[src/rtl/assert_macros.svh]
// Assertion macros used by the RTL top level, the one RTL file that carries checks.
// No dependencies.
`ifndef ASSERT_MACROS_SVH
`define ASSERT_MACROS_SVH

// Implication checked on every rising edge outside reset.
`define ASSERT_IMPL(label, clk, rstn, ante, cons, msg) \
    label: assert property (@(posedge clk) disable iff (!rstn) (ante) |-> (cons)) \
        else $error(msg);

// Condition that must hold on every rising edge outside reset.
`define ASSERT_ALWAYS(label, clk, rstn, cond, msg) \
    label: assert property (@(posedge clk) disable iff (!rstn) (cond)) else $error(msg);

`endif

[src/rtl/bdq_pkg.sv]
// Shared types, sizes and codes of the bounded deque with search.
// No dependencies.
package bdq_pkg;

    // DEPTH must be a power of two: ring indexes wrap by truncation.
    localparam int DEPTH      = 16;
    localparam int DATA_WIDTH = 32;
    localparam int IDX_W      = $clog2(DEPTH);
    localparam int CNT_W      = $clog2(DEPTH + 1);
    localparam int FUNC_W     = 2;
    localparam int STAT_W     = 2;

    // Command queue between front and back
    localparam int QDEPTH  = 2;
    localparam int QPTR_W  = $clog2(QDEPTH);
    localparam int QCNT_W  = $clog2(QDEPTH + 1);

    localparam logic [FUNC_W-1:0] OP_APPEND = 2'd0;
    localparam logic [FUNC_W-1:0] OP_INSERT = 2'd1;
    localparam logic [FUNC_W-1:0] OP_REMOVE = 2'd2;
    localparam logic [FUNC_W-1:0] OP_SEARCH = 2'd3;

    localparam logic [STAT_W-1:0] ST_OK        = 2'd0;
    localparam logic [STAT_W-1:0] ST_EMPTY     = 2'd1;
    localparam logic [STAT_W-1:0] ST_FULL      = 2'd2;
    localparam logic [STAT_W-1:0] ST_NOT_FOUND = 2'd3;

    typedef logic signed [DATA_WIDTH-1:0] data_t;

    typedef struct packed {
        logic [FUNC_W-1:0] op;
        data_t             value;
    } cmd_t;

endpackage

[src/rtl/bdq_front.sv]
// Front end: accepts input items, decodes the operation and registers a command.
// Depends on bdq_pkg.
module bdq_front (
    input  logic                          aclk,
    input  logic                          aresetn,
    input  logic                          s_valid,
    output logic                          s_ready,
    input  logic [bdq_pkg::FUNC_W-1:0]    s_func,
    input  logic signed [bdq_pkg::DATA_WIDTH-1:0] s_value,
    output logic                          cmd_valid,
    input  logic                          cmd_ready,
    output bdq_pkg::cmd_t                 cmd
);
    import bdq_pkg::*;

    logic cmd_valid_reg;
    logic cmd_valid_next;
    cmd_t cmd_reg;

    // Take a new item whenever the held command is empty or leaves this cycle.
    assign s_ready = !cmd_valid_reg || cmd_ready;

    always_comb begin
        cmd_valid_next = cmd_valid_reg;
        if (cmd_valid_reg && cmd_ready) begin
            cmd_valid_next = 1'b0;
        end
        if (s_valid && s_ready) begin
            cmd_valid_next = 1'b1;
        end
    end

    always_ff @(posedge aclk) begin
        if (!aresetn) begin
            cmd_valid_reg <= 1'b0;
        end else begin
            cmd_valid_reg <= cmd_valid_next;
        end
    end

    always_ff @(posedge aclk) begin
        if (s_valid && s_ready) begin
            case (s_func)
                OP_APPEND: cmd_reg.op <= OP_APPEND;
                OP_INSERT: cmd_reg.op <= OP_INSERT;
                OP_REMOVE: cmd_reg.op <= OP_REMOVE;
                default:   cmd_reg.op <= OP_SEARCH;
            endcase
            cmd_reg.value <= s_value;
        end
    end

    assign cmd_valid = cmd_valid_reg;
    assign cmd       = cmd_reg;

endmodule

[src/rtl/bdq_cmd_fifo.sv]
// Short command queue between the front end and the execution back end.
// Depends on bdq_pkg.
module bdq_cmd_fifo (
    input  logic          aclk,
    input  logic          aresetn,
    input  logic          push_valid,
    output logic          push_ready,
    input  bdq_pkg::cmd_t push_cmd,
    output logic          pop_valid,
    input  logic          pop_ready,
    output bdq_pkg::cmd_t pop_cmd
);
    import bdq_pkg::*;

    cmd_t              q_mem_reg [QDEPTH];
    logic [QPTR_W-1:0] wr_ptr_reg;
    logic [QPTR_W-1:0] wr_ptr_next;
    logic [QPTR_W-1:0] rd_ptr_reg;
    logic [QPTR_W-1:0] rd_ptr_next;
    logic [QCNT_W-1:0] cnt_reg;
    logic [QCNT_W-1:0] cnt_next;
    logic              do_push;
    logic              do_pop;

    assign push_ready = cnt_reg != QCNT_W'(QDEPTH);
    assign pop_valid  = cnt_reg != '0;
    assign do_push    = push_valid && push_ready;
    assign do_pop     = pop_valid && pop_ready;
    assign pop_cmd    = q_mem_reg[rd_ptr_reg];

    always_comb begin
        wr_ptr_next = wr_ptr_reg;
        rd_ptr_next = rd_ptr_reg;
        cnt_next    = cnt_reg;
        if (do_push) begin
            wr_ptr_next = (wr_ptr_reg == QPTR_W'(QDEPTH - 1)) ? '0 : wr_ptr_reg + 1'b1;
        end
        if (do_pop) begin
            rd_ptr_next = (rd_ptr_reg == QPTR_W'(QDEPTH - 1)) ? '0 : rd_ptr_reg + 1'b1;
        end
        if (do_push && !do_pop) begin
            cnt_next = cnt_reg + 1'b1;
        end else if (do_pop && !do_push) begin
            cnt_next = cnt_reg - 1'b1;
        end
    end

    always_ff @(posedge aclk) begin
        if (!aresetn) begin
            wr_ptr_reg <= '0;
            rd_ptr_reg <= '0;
            cnt_reg    <= '0;
        end else begin
            wr_ptr_reg <= wr_ptr_next;
            rd_ptr_reg <= rd_ptr_next;
            cnt_reg    <= cnt_next;
        end
    end

    always_ff @(posedge aclk) begin
        if (do_push) begin
            q_mem_reg[wr_ptr_reg] <= push_cmd;
        end
    end

endmodule

[src/rtl/bdq_back.sv]
// Back end: ring buffer storage, front index and count, search sequencer and
// the result register. Depends on bdq_pkg.
module bdq_back (
    input  logic                               aclk,
    input  logic                               aresetn,
    input  logic                               cmd_valid,
    output logic                               cmd_ready,
    input  bdq_pkg::cmd_t                      cmd,
    output logic                               m_valid,
    input  logic                               m_ready,
    output logic [bdq_pkg::STAT_W-1:0]         m_status,
    output logic signed [bdq_pkg::DATA_WIDTH-1:0] m_removed_value,
    output logic [bdq_pkg::CNT_W-1:0]          m_found_position,
    output logic [bdq_pkg::CNT_W-1:0]          m_entry_count
);
    import bdq_pkg::*;

    localparam logic [1:0] S_IDLE = 2'd0;
    localparam logic [1:0] S_RD   = 2'd1;
    localparam logic [1:0] S_SRCH = 2'd2;

    data_t mem [DEPTH];
    data_t rd_data_reg;

    logic [1:0]       state_reg, state_next;
    logic [IDX_W-1:0] front_reg, front_next;
    logic [CNT_W-1:0] count_reg, count_next;
    logic [CNT_W-1:0] idx_reg, idx_next;
    logic             chk_valid_reg, chk_valid_next;
    logic [CNT_W-1:0] chk_pos_reg, chk_pos_next;
    data_t            key_reg, key_next;

    logic              out_valid_reg, out_valid_next;
    logic [STAT_W-1:0] out_status_reg, out_status_next;
    data_t             out_removed_reg, out_removed_next;
    logic [CNT_W-1:0]  out_pos_reg, out_pos_next;
    logic [CNT_W-1:0]  out_count_reg, out_count_next;

    logic             out_free;
    logic             is_full;
    logic             is_empty;
    logic             wr_en;
    logic [IDX_W-1:0] wr_addr;
    logic [IDX_W-1:0] rd_addr;
    logic [CNT_W-1:0] count_dec;

    assign out_free  = !out_valid_reg || m_ready;
    assign is_full   = count_reg == CNT_W'(DEPTH);
    assign is_empty  = count_reg == '0;
    assign count_dec = count_reg - 1'b1;
    assign cmd_ready = (state_reg == S_IDLE) && out_free;

    always_comb begin
        state_next       = state_reg;
        front_next       = front_reg;
        count_next       = count_reg;
        idx_next         = idx_reg;
        chk_valid_next   = chk_valid_reg;
        chk_pos_next     = chk_pos_reg;
        key_next         = key_reg;
        wr_en            = 1'b0;
        wr_addr          = front_reg + count_reg[IDX_W-1:0];
        rd_addr          = front_reg + count_dec[IDX_W-1:0];
        out_valid_next   = out_valid_reg && !m_ready;
        out_status_next  = out_status_reg;
        out_removed_next = out_removed_reg;
        out_pos_next     = out_pos_reg;
        out_count_next   = out_count_reg;

        case (state_reg)
            S_IDLE: begin
                if (cmd_valid && cmd_ready) begin
                    key_next         = cmd.value;
                    out_status_next  = ST_OK;
                    out_removed_next = '0;
                    out_pos_next     = '0;
                    out_count_next   = count_reg;
                    case (cmd.op)
                        OP_APPEND: begin
                            out_valid_next = 1'b1;
                            if (is_full) begin
                                out_status_next = ST_FULL;
                            end else begin
                                wr_en          = 1'b1;
                                count_next     = count_reg + 1'b1;
                                out_count_next = count_reg + 1'b1;
                            end
                        end
                        OP_INSERT: begin
                            out_valid_next = 1'b1;
                            if (is_full) begin
                                out_status_next = ST_FULL;
                            end else begin
                                // step the front back one slot, wrapping
                                wr_en          = 1'b1;
                                wr_addr        = front_reg - 1'b1;
                                front_next     = front_reg - 1'b1;
                                count_next     = count_reg + 1'b1;
                                out_count_next = count_reg + 1'b1;
                            end
                        end
                        OP_REMOVE: begin
                            if (is_empty) begin
                                out_valid_next  = 1'b1;
                                out_status_next = ST_EMPTY;
                            end else begin
                                count_next = count_dec;
                                state_next = S_RD;
                            end
                        end
                        default: begin
                            if (is_empty) begin
                                out_valid_next  = 1'b1;
                                out_status_next = ST_NOT_FOUND;
                            end else begin
                                idx_next       = '0;
                                chk_valid_next = 1'b0;
                                state_next     = S_SRCH;
                            end
                        end
                    endcase
                end
            end
            S_RD: begin
                out_valid_next   = 1'b1;
                out_status_next  = ST_OK;
                out_removed_next = rd_data_reg;
                out_pos_next     = '0;
                out_count_next   = count_reg;
                state_next       = S_IDLE;
            end
            S_SRCH: begin
                // issue one read a cycle, compare its data in the next cycle
                rd_addr = front_reg + idx_reg[IDX_W-1:0];
                if (idx_reg != count_reg) begin
                    idx_next       = idx_reg + 1'b1;
                    chk_valid_next = 1'b1;
                    chk_pos_next   = idx_reg + 1'b1;
                end else begin
                    chk_valid_next = 1'b0;
                end
                if (chk_valid_reg) begin
                    if (rd_data_reg == key_reg) begin
                        out_valid_next   = 1'b1;
                        out_status_next  = ST_OK;
                        out_removed_next = '0;
                        out_pos_next     = chk_pos_reg;
                        out_count_next   = count_reg;
                        chk_valid_next   = 1'b0;
                        state_next       = S_IDLE;
                    end else if (chk_pos_reg == count_reg) begin
                        out_valid_next   = 1'b1;
                        out_status_next  = ST_NOT_FOUND;
                        out_removed_next = '0;
                        out_pos_next     = '0;
                        out_count_next   = count_reg;
                        chk_valid_next   = 1'b0;
                        state_next       = S_IDLE;
                    end
                end
            end
            default: begin
                state_next = S_IDLE;
            end
        endcase
    end

    always_ff @(posedge aclk) begin
        if (!aresetn) begin
            state_reg     <= S_IDLE;
            front_reg     <= '0;
            count_reg     <= '0;
            idx_reg       <= '0;
            chk_valid_reg <= 1'b0;
            out_valid_reg <= 1'b0;
        end else begin
            state_reg     <= state_next;
            front_reg     <= front_next;
            count_reg     <= count_next;
            idx_reg       <= idx_next;
            chk_valid_reg <= chk_valid_next;
            out_valid_reg <= out_valid_next;
        end
    end

    always_ff @(posedge aclk) begin
        chk_pos_reg     <= chk_pos_next;
        key_reg         <= key_next;
        out_status_reg  <= out_status_next;
        out_removed_reg <= out_removed_next;
        out_pos_reg     <= out_pos_next;
        out_count_reg   <= out_count_next;
    end

    // Entry storage: one write port, one registered read port
    always_ff @(posedge aclk) begin
        if (wr_en) begin
            mem[wr_addr] <= key_next;
        end
        rd_data_reg <= mem[rd_addr];
    end

    assign m_valid          = out_valid_reg;
    assign m_status         = out_status_reg;
    assign m_removed_value  = out_removed_reg;
    assign m_found_position = out_pos_reg;
    assign m_entry_count    = out_count_reg;

endmodule

[src/rtl/bounded_deque_with_search.sv]
// Append and insert are taken at one item per cycle while the result port is not
// stalled; remove and search hold off new items until their result is registered,
// and the search walks the single read port. Reset (aresetn low, synchronous)
// empties the list and clears the queue; entry storage is not cleared.
`include "assert_macros.svh"

module bounded_deque_with_search (
    input  logic                                  aclk,
    input  logic                                  aresetn,
    input  logic                                  s_valid,
    output logic                                  s_ready,
    input  logic [bdq_pkg::FUNC_W-1:0]            s_func,
    input  logic signed [bdq_pkg::DATA_WIDTH-1:0] s_value,
    output logic                                  m_valid,
    input  logic                                  m_ready,
    output logic [bdq_pkg::STAT_W-1:0]            m_status,
    output logic signed [bdq_pkg::DATA_WIDTH-1:0] m_removed_value,
    output logic [bdq_pkg::CNT_W-1:0]             m_found_position,
    output logic [bdq_pkg::CNT_W-1:0]             m_entry_count
);
    import bdq_pkg::*;

    logic fr_valid;
    logic fr_ready;
    cmd_t fr_cmd;
    logic q_valid;
    logic q_ready;
    cmd_t q_cmd;

    bdq_front u_front (
        .aclk      (aclk),
        .aresetn   (aresetn),
        .s_valid   (s_valid),
        .s_ready   (s_ready),
        .s_func    (s_func),
        .s_value   (s_value),
        .cmd_valid (fr_valid),
        .cmd_ready (fr_ready),
        .cmd       (fr_cmd)
    );

    bdq_cmd_fifo u_fifo (
        .aclk       (aclk),
        .aresetn    (aresetn),
        .push_valid (fr_valid),
        .push_ready (fr_ready),
        .push_cmd   (fr_cmd),
        .pop_valid  (q_valid),
        .pop_ready  (q_ready),
        .pop_cmd    (q_cmd)
    );

    bdq_back u_back (
        .aclk             (aclk),
        .aresetn          (aresetn),
        .cmd_valid        (q_valid),
        .cmd_ready        (q_ready),
        .cmd              (q_cmd),
        .m_valid          (m_valid),
        .m_ready          (m_ready),
        .m_status         (m_status),
        .m_removed_value  (m_removed_value),
        .m_found_position (m_found_position),
        .m_entry_count    (m_entry_count)
    );

    `ASSERT_IMPL(a_count_bound, aclk, aresetn, m_valid,
        m_entry_count <= CNT_W'(DEPTH), "entry count beyond depth")
    `ASSERT_IMPL(a_full_count, aclk, aresetn, m_valid && m_status == ST_FULL,
        m_entry_count == CNT_W'(DEPTH), "full status with room left")
    `ASSERT_IMPL(a_empty_result, aclk, aresetn, m_valid && m_status == ST_EMPTY,
        m_entry_count == '0 && m_removed_value == '0, "underflow result not empty")
    `ASSERT_IMPL(a_pos_range, aclk, aresetn, m_valid && m_found_position != '0,
        m_status == ST_OK && m_found_position <= m_entry_count, "found position out of range")
    `ASSERT_IMPL(a_stall_queued, aclk, aresetn, !s_ready,
        q_valid && fr_valid, "input stalled with empty queue")

endmodule

[config.mk]
export PLATFORM = sky130hd
export DESIGN_NAME = bounded_deque_with_search
export DESIGN_NICKNAME = d
export VERILOG_FILES = /design/src/rtl/bdq_pkg.sv /design/src/rtl/bdq_front.sv /design/src/rtl/bdq_cmd_fifo.sv /design/src/rtl/bdq_back.sv /design/src/rtl/bounded_deque_with_search.sv
export VERILOG_INCLUDE_DIRS = /design/src /design/src/rtl
export SDC_FILE = /design/constraint.sdc
export NUM_CORES = 1
export LEC_CHECK = 0
export ABC_AREA = 1
export BUFFER_PORTS_ARGS = -buffer_cell sky130_fd_sc_hd__buf_2
export CAP_MARGIN = 40
export CORE_MARGIN = 2
export CORE_UTILIZATION = 41
export DETAILED_ROUTE_END_ITERATION = 7
export PLACE_DENSITY = 0.6
export SYNTH_ARGS = -nofsm -noshare
export SYNTH_HDL_FRONTEND = slang
export SYNTH_HIERARCHICAL = 1
export SYNTH_SLANG_ARGS = --single-unit
[constraint.sdc]
create_clock -name aclk -period 10.6 [get_ports aclk]
set_input_delay 1.06 -clock aclk [delete_from_list [all_inputs] [get_ports aclk]]
set_output_delay 1.06 -clock aclk [all_outputs]
set_load 0.05 [all_outputs]
# Yosys cells after proc, flatten, opt, wreduce, memory -nomap -nowiden
# Memory sizes are Yosys's and may differ from the RTL's. A register that Yosys moved wholly into a read port is not among the register bits.
# Cells that the tools add are included.
classes:
  add_sub_neg: 11
  eq_ne: 19
  n_mux: 80
  bitwise_logic: 1
  n_reduce_logical: 33
op_table:
  columns: ["operator", "n"]
  rows:
  - ["$mux W32", 6]
  - ["$pmux W32 S3", 1]
  - ["$mux W5", 15]
  - ["$eq A32 B32 Y1", 1]
  - ["$pmux W5 S3", 2]
  - ["$mux W1", 28]
  - ["$mux W2", 14]
  - ["$mux W4", 5]
  - ["$pmux W5 S2", 2]
  - ["$reduce_and A4 Y1", 4]
  - ["$add A4 B4 Y4", 3]
  - ["$ne A2 B2 Y1 const B", 6]
  - ["$pmux W2 S2", 3]
  - ["$pmux W2 S3", 2]
  - ["$add A5 B1 Y5 const B", 2]
  - ["$reduce_and A5 Y1", 2]
  - ["$reduce_bool A2 Y1", 5]
  - ["$logic_and A1 B1 Y1", 7]
  - ["$eq A2 B1 Y1 const B", 3]
  - ["$eq A2 B2 Y1 const B", 3]
  - ["$logic_not A2 Y1", 3]
  - ["$eq A5 B5 Y1", 1]
  - ["$eq A5 B5 Y1 const B", 1]
  - ["$logic_not A1 Y1", 5]
  - ["other kinds (17)", 20]
word_totals:
  regBits: 138
  ram_bits: 580
  inputBits: 38
  output_inout_bits: 46
  memories: 2
memory_table:
  columns: ["name", "depth", "word_bits", "read_ports", "rd_ports_with_merged_regs", "write_ports", "line", "text"]
  rows:
  - ["u_back.mem", 16, 32, 1, 1, 1, "bdq_back.sv:22", "data_t mem [DEPTH];"]
  - ["u_fifo.q_mem_reg", 2, 34, 1, 1, 1, "bdq_cmd_fifo.sv:15", "cmd_t q_mem_reg [QDEPTH];"]

# Logic depth before layout (Yosys ltp)
logic_depth:
  depth_word: 8
  mapped_depth: 16
  ltp_nobuf: 14

# Cells and area by module
# Netlist, hierarchy kept.
by_module_without_submodules:
  columns: ["module", "n_inst", "cells_each", "area_per_inst_um2", "seq_area_each_um2"]
  rows:
  - ["bdq_back", 1, 1998, 25903.6, 18487.7]
  - ["bdq_cmd_fifo", 1, 143, 2849.0, 2142.1]
  - ["bdq_front", 1, 43, 1079.8, 1041.0]

# Worst setup path before layout
# No wires, ideal clock.
synth_path:
  path_kind: "input-to-reg"
  startpoint: "input m_ready"
  endpoint: "register u_back.out_count_reg[0], in the netlist u_back/m_entry_count[0] (enable)"
  setup_ps: 460
  arrival_time_ps: 3691
  required_ps: 10140
  setup_slack_ps: 6449
  cell_stages: 6
  path_cell_list: "nor2_1 > nor2_4 > nand2_2 > clkinv_2 > o211ai_1 > a21oi_1"
synth_via:
  elab_chain_len: 5
synth_lines:
  columns: ["element", "line", "text"]
  rows:
  - ["from (decl)", "bounded_deque_with_search.sv:15", "input logic m_ready,"]
  - ["$logic_or A1 B1 Y1", "bdq_back.sv:47", "assign out_free = !out_valid_reg || m_ready;"]
  - ["$logic_and A1 B1 Y1", "bdq_back.sv:51", "assign cmd_ready = (state_reg == S_IDLE) && out_free;"]
  - ["net q_ready", "bounded_deque_with_search.sv:27", "logic q_ready;"]
  - ["$logic_and A1 B1 Y1", "bdq_back.sv:72", "if (cmd_valid && cmd_ready) begin"]
  - ["$ne A2 B2 Y1 (no source line)", null, null]
  - ["$reduce_and A4 Y1 (no source line)", null, null]
  - ["to (signal assigned)", "bdq_back.sv:192", "out_count_reg <= out_count_next;"]
  - ["to (decl)", "bdq_back.sv:37", "logic [CNT_W-1:0] out_count_reg, out_count_next;"]
# The timed path passes the listed nets, and every way through them passes these cells.
# A chain may end at the register's enable or synchronous reset.

# Worst setup path after layout
layout_path:
  startpoint: "register u_back.state_reg[0]"
  endpoint: "memory u_back/mem[1][29] in the netlist's numbering (enable)"
layout_via:
  elab_chain_len: 7
  elab_cells_between_ends: 9
layout_lines:
  columns: ["element", "line", "text"]
  rows:
  - ["from (decl)", "bdq_back.sv:25", "logic [1:0] state_reg, state_next;"]
  - ["from (signal assigned)", "bdq_back.sv:177", "state_reg <= state_next;"]
  - ["$logic_not A2 Y1 (*)", "bdq_back.sv:51", null]
  - ["$logic_and A1 B1 Y1 (*)", "bdq_back.sv:51", null]
  - ["net q_ready", "bounded_deque_with_search.sv:27", null]
  - ["$logic_and A1 B1 Y1 (*)", "bdq_back.sv:72", null]
  - ["$mux W1", "bdq_back.sv:72", null]
  - ["$mux W1", "bdq_back.sv:70", "case (state_reg)"]
  - ["$mux W1", "bdq_back.sv:197", "if (wr_en) begin"]
  - ["$mux W1 (implied by the code)", "bdq_back.sv:198", "mem[wr_addr] <= key_next;"]
  - ["to (decl)", "bdq_back.sv:22", null]
# Mark *: on every way through the listed nets, which the timed path passes. The rest lies on a longest branch.

==> results.cfg <==
[timing]
setup_violations = 0
min_period_over_period_pct = 47.0
min_period_ns = 4.98
timing.final.ws_setup_ns = 5.62
hold_viol = 0
maxSlewHeadroom_pct = 42.6
setup_tns_ns = 0
fin_skew_ns = 0.0237
timing.fmax_ghz = 0.201
worstMarginPinSlew_ns = 0.861
rsz0062_at_grt = false
drv_slew = 0

[placement]
io_buffer_count = 83
hpwl_mm = 37.3
gp_congestion = 0.775
pre_cts_slack_ns = 5.03

[cts]
ctsResizeCount = 0
cts_root_buffer = clkbuf_16
cts_sinks = 751
hold_buffers = 0
htreeDepth = 3
clock_path_buffers = 3
post_cts_buffers = 0
clock_latency_ns = 0.62
cts_buffers = 77
cts_tree = done
clkTransAtPathRegs_ns = 0.06

[yosys]
synth_edf_count = 663
synth.distinct_cells = 45
ys_ff_latch = 751
synth_top_area_share_pct = 66.7
yosysMostFrequentCell = edfxtp_1
async_flop_share_pct = 0
yosysWarnings = 6
synthFlopType = edfxtp_1
synth_nets = 2240
seq_area_frac_synth_pct = 72.6
syn_area_sq_um = 29800
synth_cells = 2184
yosysTopAreaCell = edfxtp_1
syn_avg_cell_area_sq_um = 13.7
synthTopCellsByCount = edfxtp_1, nand2_1, inv_1
synth.top_cells.by_area = edfxtp_1, dfxtp_1, mux2i_1

[finish]
area_growth_pct = 14.2
fin_nets = 2337
multi_input_area_sq_um = 6980
nFillCells = 6229
antenna_cells = 0
final-seq-area_sq_um = 21700
drive_gt1_share_pct = 13.7
largest_reg_flops = 512

[critical_path]
cp_data_required_time_ns = 10.88
cpMostUsedCell = nor2_4
worstPathCellList = inv_1 > ha_1 > inv_2 > nor2_4 > nand2_2 > clkinv_2 > nand3_4 > nor2_8 > o21ai_0 > nand2_1 > nor2_4 > buf_4
reg2reg_from = u_back/state_reg[0]
setup.worst_path.class = flip-flop to flip-flop
crit_path_max_fanout = 45
rr_worst_depth = 12
crit_start = u_back/state_reg[0]
slowest_stage = clkinv_2
critical_path.startpoint_type = flip-flop
endpoint_kind = flip-flop
r2r-end = u_back/mem[1][29]
critical_path_arrival_ns = 5.26
r2r_slack_ns = 5.62
max_stage_delay_ns = 0.85

[status]
status = finished, final reports clean

[worst_hold_path]
whs_endpoint = u_fifo/q_mem_reg[0][24]
holdCritStartpoint = u_front/cmd[24]
holdCritPathClass = flip-flop to flip-flop
hold_depth = 0

[global_routing]
grt_usage_pct = 17.6
grt_max_degree = 77
antenna_found_initial = 0
gr-usage-met2_pct = 29.3
grt_pass1_vias = 16732
grt-busiest-layer = met2
grt_first_pass_wirelength_mm = 99.4
gr-usage-met3_pct = 2.85
grt-ovfl-total = 0
use_met1_pct = 23.2

[die]
ioPinCount = 84
fp-row-count = 98
die_area_sq_um = 74900
start_util_pct = 41.6
coreArea_sq_um = 71700
dieHeight_um = 274
die_w_um = 274

[flow_run]
drv_cap = 0

[detailed_routing]
drt_wl_total_mm = 65.8
ant_nets = 0
drt_iter0_drc = 1247
via_count = 16926
vias_per_cell = 5.14
avgRoutedWirePerCell_um = 20.0
drc = 0
firstDrtPassIters = 5
-- cell families (layout without fill, tap and decap cells) --
kind of cell / Yosys count / in the layout / synth area share [%]
buf+inv: 347 / 506 / 4.66
flops: 751 / 751 / 72.6
mux: 162 / 162 / 5.96
compound gates: 474 / 474 / 9.15
fa+ha+maj: 18 / 18 / 0.805
xor+xnor: 49 / 49 / 1.46
simple gates: 383 / 383 / 5.32
-- area by class of cell --
cell class / instances / share of cell area, %
flip-flops and latches: 751 / 63.6
multi-input cells: 1086 / 20.5
clock buffers: 116 / 6.53
well taps: 950 / 3.49
inverters: 236 / 2.62
repair buffers: 129 / 2.53
clock inverters: 25 / 0.764
-- critical path, delay by kind of cell, from the launching register on --
kind	cells	cell delay, ns
AOI/OAI and AO/OA	1	0.34
adders and majority gates	1	0.29
buffers and inverters	4	1.50
DFF	1	0.37
and+or+nand+nor	6	2.10
-- how the worst max path moves through the flow --
stage,slack [ns],endpoint,cells after the start
3_3_place_gp,5.16,u_back/mem[1][24],11
3_5_place_dp,5.03,u_back/mem[1][24],11
6_report,5.62,u_back/mem[1][29],12
2_1_floorplan,6.45,u_back/m_entry_count[0],6
4_1_cts,5.58,u_back/mem[1][26],12
5_1_grt,5.31,u_back/mem[1][26],12
-- placed cells by master (no fill, tap or decap), types with 3 or more instances in the layout --
cell       Yosys  final
xor2_1        17     16
dfxtp_1       88     87
nor2_4         1     19
nand2_1      257    257
mux2_2         4      4
mux2i_1      128    128
clkbuf_16      0     78
clkinv_1       1      4
inv_1        228    227
edfxtp_1     663    663
nor3_1         4      4
a21oi_1      147    145
o21ai_1        5      6
buf_4          1     39
nor2_1        54     36
o211ai_1     131    131
inv_2          6      5
clkbuf_1      77     25
clkbuf_8       0     13
clkinv_2       1     14
buf_12         3      5
xnor2_1       31     31
inv_6          0      3
o21ai_0      182    181
mux2_4        30     30
buf_2         22     83
nand4_1        4      4
nand3_1       51     51
ha_1          16     15
bufinv_16      0      4
-- metrics by stage --
step           utilization, %  hold WS (ns)  area, sq um  instances
2_1_floorplan               -         0.421        29800       2184
3_3_place_gp             43.8         0.424        31400       3144
3_5_place_dp             44.0         0.432        31600       3152
4_1_cts                  47.5         0.441        34100       3293
5_1_grt                  47.5         0.455        34100       3293
6_report                 47.5         0.436        34100       3293
-- per-layer routing --
layer,wire [um],vias to the layer above,share of wire (%)
li1,-,8037,-
met1,29100,8390,44
met2,31700,374,48
met3,2950,125,4.5
met4,2060,0,3.1
met5,0,-,0
Power is not shown: default switching activity piles up to over one toggle a cycle in this logic, so the estimate is an artifact.
